File: src/sv/m3i_pkg.sv
// Shared types, widths and tables for the 3x3 matrix inverse.
// Depends on nothing; every other file of the block imports it.
`default_nettype none
package m3i_pkg;

  localparam int ENTRY_WIDTH = 32;
  localparam int FRAC_BITS   = 16;
  localparam int PROD_W      = 2 * ENTRY_WIDTH;          // product of two entries
  localparam int COF_W       = PROD_W + 1;               // cofactor, exact
  localparam int HI_W        = COF_W - ENTRY_WIDTH;      // upper slice of a cofactor
  localparam int PART_W      = ENTRY_WIDTH + HI_W;       // entry times cofactor slice
  localparam int DET_W       = 3 * ENTRY_WIDTH + 3;      // determinant, exact
  localparam int REM_W       = DET_W + 1;                // divider remainder
  localparam int DIV_STEPS   = 2 * FRAC_BITS;            // quotient bits per division
  localparam int NUM_ENTRIES = 9;
  localparam int IDX_W       = $clog2(NUM_ENTRIES);
  localparam logic [IDX_W-1:0] LAST_IDX = IDX_W'(NUM_ENTRIES - 1);
  localparam int FIFO_DEPTH  = 2;
  localparam int PTR_W       = $clog2(FIFO_DEPTH);

  typedef logic signed [ENTRY_WIDTH-1:0] entry_t;

  typedef struct packed {
    entry_t m00; entry_t m01; entry_t m02;
    entry_t m10; entry_t m11; entry_t m12;
    entry_t m20; entry_t m21; entry_t m22;
  } m3i_in_t;

  typedef struct packed {
    entry_t i00; entry_t i01; entry_t i02;
    entry_t i10; entry_t i11; entry_t i12;
    entry_t i20; entry_t i21; entry_t i22;
    logic   singular;
  } m3i_out_t;

  // One matrix after the front end: cofactors, determinant magnitude, sign, zero
  typedef struct packed {
    logic [NUM_ENTRIES-1:0][COF_W-1:0] cof;
    logic [DET_W-1:0]                  det_mag;
    logic                              det_neg;
    logic                              det_zero;
  } m3i_job_t;

  // Inverse entry in row-major order takes the transposed cofactor
  function automatic logic [IDX_W-1:0] adj_src(input logic [IDX_W-1:0] o);
    logic [IDX_W-1:0] s;
    case (o)
      4'd0: s = 4'd0;
      4'd1: s = 4'd3;
      4'd2: s = 4'd6;
      4'd3: s = 4'd1;
      4'd4: s = 4'd4;
      4'd5: s = 4'd7;
      4'd6: s = 4'd2;
      4'd7: s = 4'd5;
      4'd8: s = 4'd8;
      default: s = 4'd0;
    endcase
    return s;
  endfunction

endpackage
`default_nettype wire

File: src/sv/m3i_fifo.sv
// Two-entry queue of jobs between the front end and the divider.
// Depends on m3i_pkg.
`default_nettype none
module m3i_fifo (
  input  logic              clk,
  input  logic              rst,
  input  logic              push,
  input  m3i_pkg::m3i_job_t wr_data,
  input  logic              pop,
  output m3i_pkg::m3i_job_t head,
  output logic              full,
  output logic              empty
);
  import m3i_pkg::*;

  m3i_job_t         mem [FIFO_DEPTH];
  logic [PTR_W-1:0] wr_ptr, rd_ptr;
  logic [PTR_W:0]   count;

  assign head  = mem[rd_ptr];
  assign full  = (count == (PTR_W+1)'(FIFO_DEPTH));
  assign empty = (count == '0);

  // store
  always_ff @(posedge clk) begin
    if (push) mem[wr_ptr] <= wr_data;
  end

  // advance pointers and occupancy
  always_ff @(posedge clk) begin
    if (rst) begin
      wr_ptr <= '0;
      rd_ptr <= '0;
      count  <= '0;
    end else begin
      if (push) wr_ptr <= wr_ptr + 1'b1;
      if (pop)  rd_ptr <= rd_ptr + 1'b1;
      if (push && !pop)      count <= count + 1'b1;
      else if (pop && !push) count <= count - 1'b1;
    end
  end

endmodule
`default_nettype wire

File: config.mk
export PLATFORM = sky130hd
export DESIGN_NAME = m3i_fifo
export DESIGN_NICKNAME = d
export VERILOG_FILES = /design/src/sv/m3i_pkg.sv /design/src/sv/m3i_fifo.sv
export SDC_FILE = /design/constraint.sdc
export NUM_CORES = 1
export LEC_CHECK = 0
export ABC_AREA = 1
export BUFFER_PORTS_ARGS = -buffer_cell sky130_fd_sc_hd__buf_2
export CORE_AREA = 2 2 532 534
export DETAILED_ROUTE_END_ITERATION = 8
export DIE_AREA = 0 0 534 536
export GPL_TIMING_DRIVEN = 0
export PLACE_DENSITY_LB_ADDON = 0.2
export SLEW_MARGIN = 5
export SYNTH_ARGS = -nofsm -noshare
export SYNTH_HDL_FRONTEND = slang
export SYNTH_SLANG_ARGS = --single-unit
File: constraint.sdc
create_clock -name clk -period 86.5 [get_ports clk]
set_input_delay 4.325 -clock clk [delete_from_list [all_inputs] [get_ports clk]]
set_output_delay 4.325 -clock clk [all_outputs]
set_load 0.1 [all_outputs]
# == Word-level counts from Yosys, hierarchy flattened ==
# Memories as Yosys holds them, arrays and structs flattened. A register that Yosys moved wholly into a read port is not among the register bits.
# Cells that the tools add are included.
# word_totals
output_inout_bits,688
register_bits,4
memories,1
elab_cells,21
ram_bits,1372
inputBits,690
# mem_list
name,depth,width,rd,rd_ports_with_merged_regs,wr,line,source
mem,2,686,1,1,1,m3i_fifo.sv:16,m3i_job_t mem [FIFO_DEPTH];
# classes
n_eq_ne,1
n_reduce_logical,6
add_sub_neg,4
n_mux,6
# ops
cell,n
$mux 1,4
$mux 2,2
$add 1x1->1 const B,2
$add 2x1->2 const B,1
$eq 2x2->1 const B,1
$logic_and 1x1->1,2
$logic_not 1->1,2
$logic_not 2->1,1
$reduce_bool 2->1,1
$sub 2x1->2 const B,1

# == Longest topological paths before layout ==
# logic_depth
ltp_word,4
ltp_mapped,8

# == Worst setup path before layout ==
# Ideal clock, no wire load.
# synth_path
path_type,input port to flip-flop
from,in push
to,mem mem[0][0] in the netlist's numbering (enable)
t_arrival_ns,32.997
path_stages,2
slack_ns,51.729
required_time_ns,84.726
path_buffers,0
path_cell_list,inv_1 -> nor2_1
# synth_via
elab_chain_len,2
# synth_rtl
item,line,source
start: declaration,m3i_fifo.sv:7,"input logic push,"
$mux 1,m3i_fifo.sv:26,if (push) mem[wr_ptr] <= wr_data;
$mux 1 (not written as such),m3i_fifo.sv:26,
end: declaration,m3i_fifo.sv:16,
# Every way passes these cells.

==> impl_metrics.json <==
{
  "status": "complete, no violations",
  "grt_overflow": 0,
  "whs_path_depth": 2,
  "drive_above_1_share": 0.619,
  "post-cts-setup-buffers": 0,
  "die_x_um": 534,
  "slowest_delay_ns": 0.59,
  "min_period_ns": 7.26,
  "ctsHtreeMaxLevel": 4,
  "rsz0062_at_grt": "no",
  "synth_compound_area_frac": 0.000201,
  "clock_sink_count": 1377,
  "holdBufCountCts": 0,
  "peakVddDrop_v": 0.0000166,
  "fin_setup_tns_ns": 0,
  "cts_buffers": 168,
  "place.gp.congestion": 0.801,
  "syn-num-nets": 2858,
  "yosys.area.top_type": "edfxtp_1",
  "worstPathArrival_ns": 2.93,
  "num_vias": 27400,
  "synth_xor_area_frac": 0.000175,
  "syn_avg_cell_area_um2": 23.0,
  "p_leak_nw": 24.3,
  "io_buffers": 1377,
  "yosysSeqAreaShare": 0.827,
  "io_pins": 1378,
  "row_count": 195,
  "synth_fa_ha_area_frac": 0.000251,
  "post_cts_resized": 0,
  "filler_cell_count": 29260,
  "route.detailed.drc": 0,
  "critical_path.max_fanout": 11,
  "yosys.area_share.simple": 0.00123,
  "synthCells": 2167,
  "relSlewSlack": 0.537,
  "dieArea_mm2": 0.286,
  "cellPowerDensity_mw_per_mm2": 27.7,
  "synth.area.mux_share": 0.155,
  "synth_top_family_by_area": "multiplexers",
  "worstMarginPinSlew_ns": 0.695,
  "placed_cells": 7325,
  "drt_iter0_drc": 1617,
  "final_area_mm2": 0.0677,
  "hold_viol": 0,
  "initial_core_util": 0.178,
  "max_freq_ghz": 0.138,
  "clk_pin_slew_worst_paths_ns": 0.06,
  "syn_area_mm2": 0.0499,
  "crit_top_cell": "buf_2",
  "root_buffer": "clkbuf_16",
  "hpwl_mm": 144,
  "wl_per_cell_um": 24.2,
  "dpl_cell_area_mm2": 0.0623,
  "wl_mm": 185,
  "r2r_cells": 8,
  "r2r-start": "wr_ptr",
  "most-common-layout-cells": "buf_2, edfxtp_1, mux2_2, clkbuf_16, buf_6",
  "ys_seq_elements": 1377,
  "multiInputGateArea_mm2": 0.00783,
  "fin_skew_ns": 0.0637,
  "crit_required_ns": 82.17,
  "cts_tree": "done",
  "ys_top_cells_by_area": "edfxtp_1, mux2_2, buf_6",
  "drv_cap": 0,
  "ant_nets": 0,
  "grt_util_all_layers": 0.124,
  "grt_max_degree": 102,
  "antenna_found_initial": 148,
  "die-height_um": 536,
  "min_period_over_period": 0.0839,
  "ys_warn_count": 0,
  "final-setup-viol-count": 0,
  "firstDrtPassIters": 5,
  "nNetsFinal": 4443,
  "cp-end-kind": "output port",
  "grt_pass1_vias": 28685,
  "cp_slowest_cell": "buf_2",
  "start_kind": "flop",
  "viasPerCell": 3.58,
  "ys_types": 16,
  "path_cells": "buf_2 -> buf_2 -> mux2_2 -> buf_2",
  "area_growth_pct": 35.6,
  "grt_pass1_wl_mm": 245,
  "clock_path_buffers": 4,
  "register_area_mm2": 0.0413,
  "finalNonFillerCells": 7664,
  "hold_start": "rd_ptr",
  "yosysTopAreaCellShare": 0.825,
  "final_common_cell": "buf_2",
  "core_mm2": 0.281,
  "crit_type": "reg2out",
  "drv_slew": 0,
  "clk_latency_ns": 0.83,
  "hold_class": "reg2reg"
}
metal layers:
metal	routed length (um)	track usage
met1	69100	0.137
met2	88200	0.208
met3	23500	0.0677
met4	3930	0.0252
met5	690	0
flip-flops by register name, summed over array words and instances (netlist names), named ones only:
signal	flops
wr_ptr	1
mem	1372
count	2
rd_ptr	1
worst max-delay path: cells and delay by family (launching register included):
family | cells | cell delay, ns
buffers and inverters | 3 | 1.45
flip-flops | 1 | 0.32
multiplexers | 1 | 0.29
final timing paths:
path,endpoint,slack (ns)
setup reg to reg,mem[0][415],83.64
hold / removal,rd_ptr,0.53
hold reg to reg,rd_ptr,0.53
setup / recovery,head[105],79.24
power by group:
group          internal, W  total (W)  switching [W]
registers         0.000774   0.000780     0.00000629
clock network     0.000398   0.000682       0.000284
logic            0.0000767   0.000413       0.000336
cell families after synthesis:
family | Yosys count
compound gates | 2
xor+xnor | 1
fa+ha+maj | 1
buf+inv | 85
flops | 1377
mux | 686
simple gates | 15
synth_stat cells:
master	count
ha_1	1
buf_4	1
nand2_1	5
nand4_1	1
buf_2	15
inv_1	9
a21oi_1	1
nor2_1	7
o21ai_0	1
buf_6	60
nor3_1	1
xnor2_1	1
nand3_1	1
dfxtp_1	5
edfxtp_1	1372
mux2_2	686
metrics by stage:
stage / worst slack, ns / power (W) / hold WS [ns] / utilization
2_1_floorplan: 51.73 / 0.00114 / 0.480 / -
3_3_place_gp: 27.27 / 0.00127 / 0.495 / 0.219
3_5_place_dp: 79.46 / 0.00121 / 0.522 / 0.222
4_1_cts: 78.88 / 0.00191 / 0.534 / 0.241
5_1_grt: 78.94 / 0.00194 / 0.571 / 0.241
6_report: 79.24 / 0.00187 / 0.532 / 0.241
layout make-up:
class,count,share of cell area
antenna,43,0.00159
inverter,9,0.000610
sequential,1377,0.610
multi-input combinational,705,0.116
clock buffer,209,0.0650
buffer,76,0.0112
timing repair buffer,1415,0.114
clock inverter,87,0.0124
tap,3743,0.0692
Power figures use the tool's default switching activity.
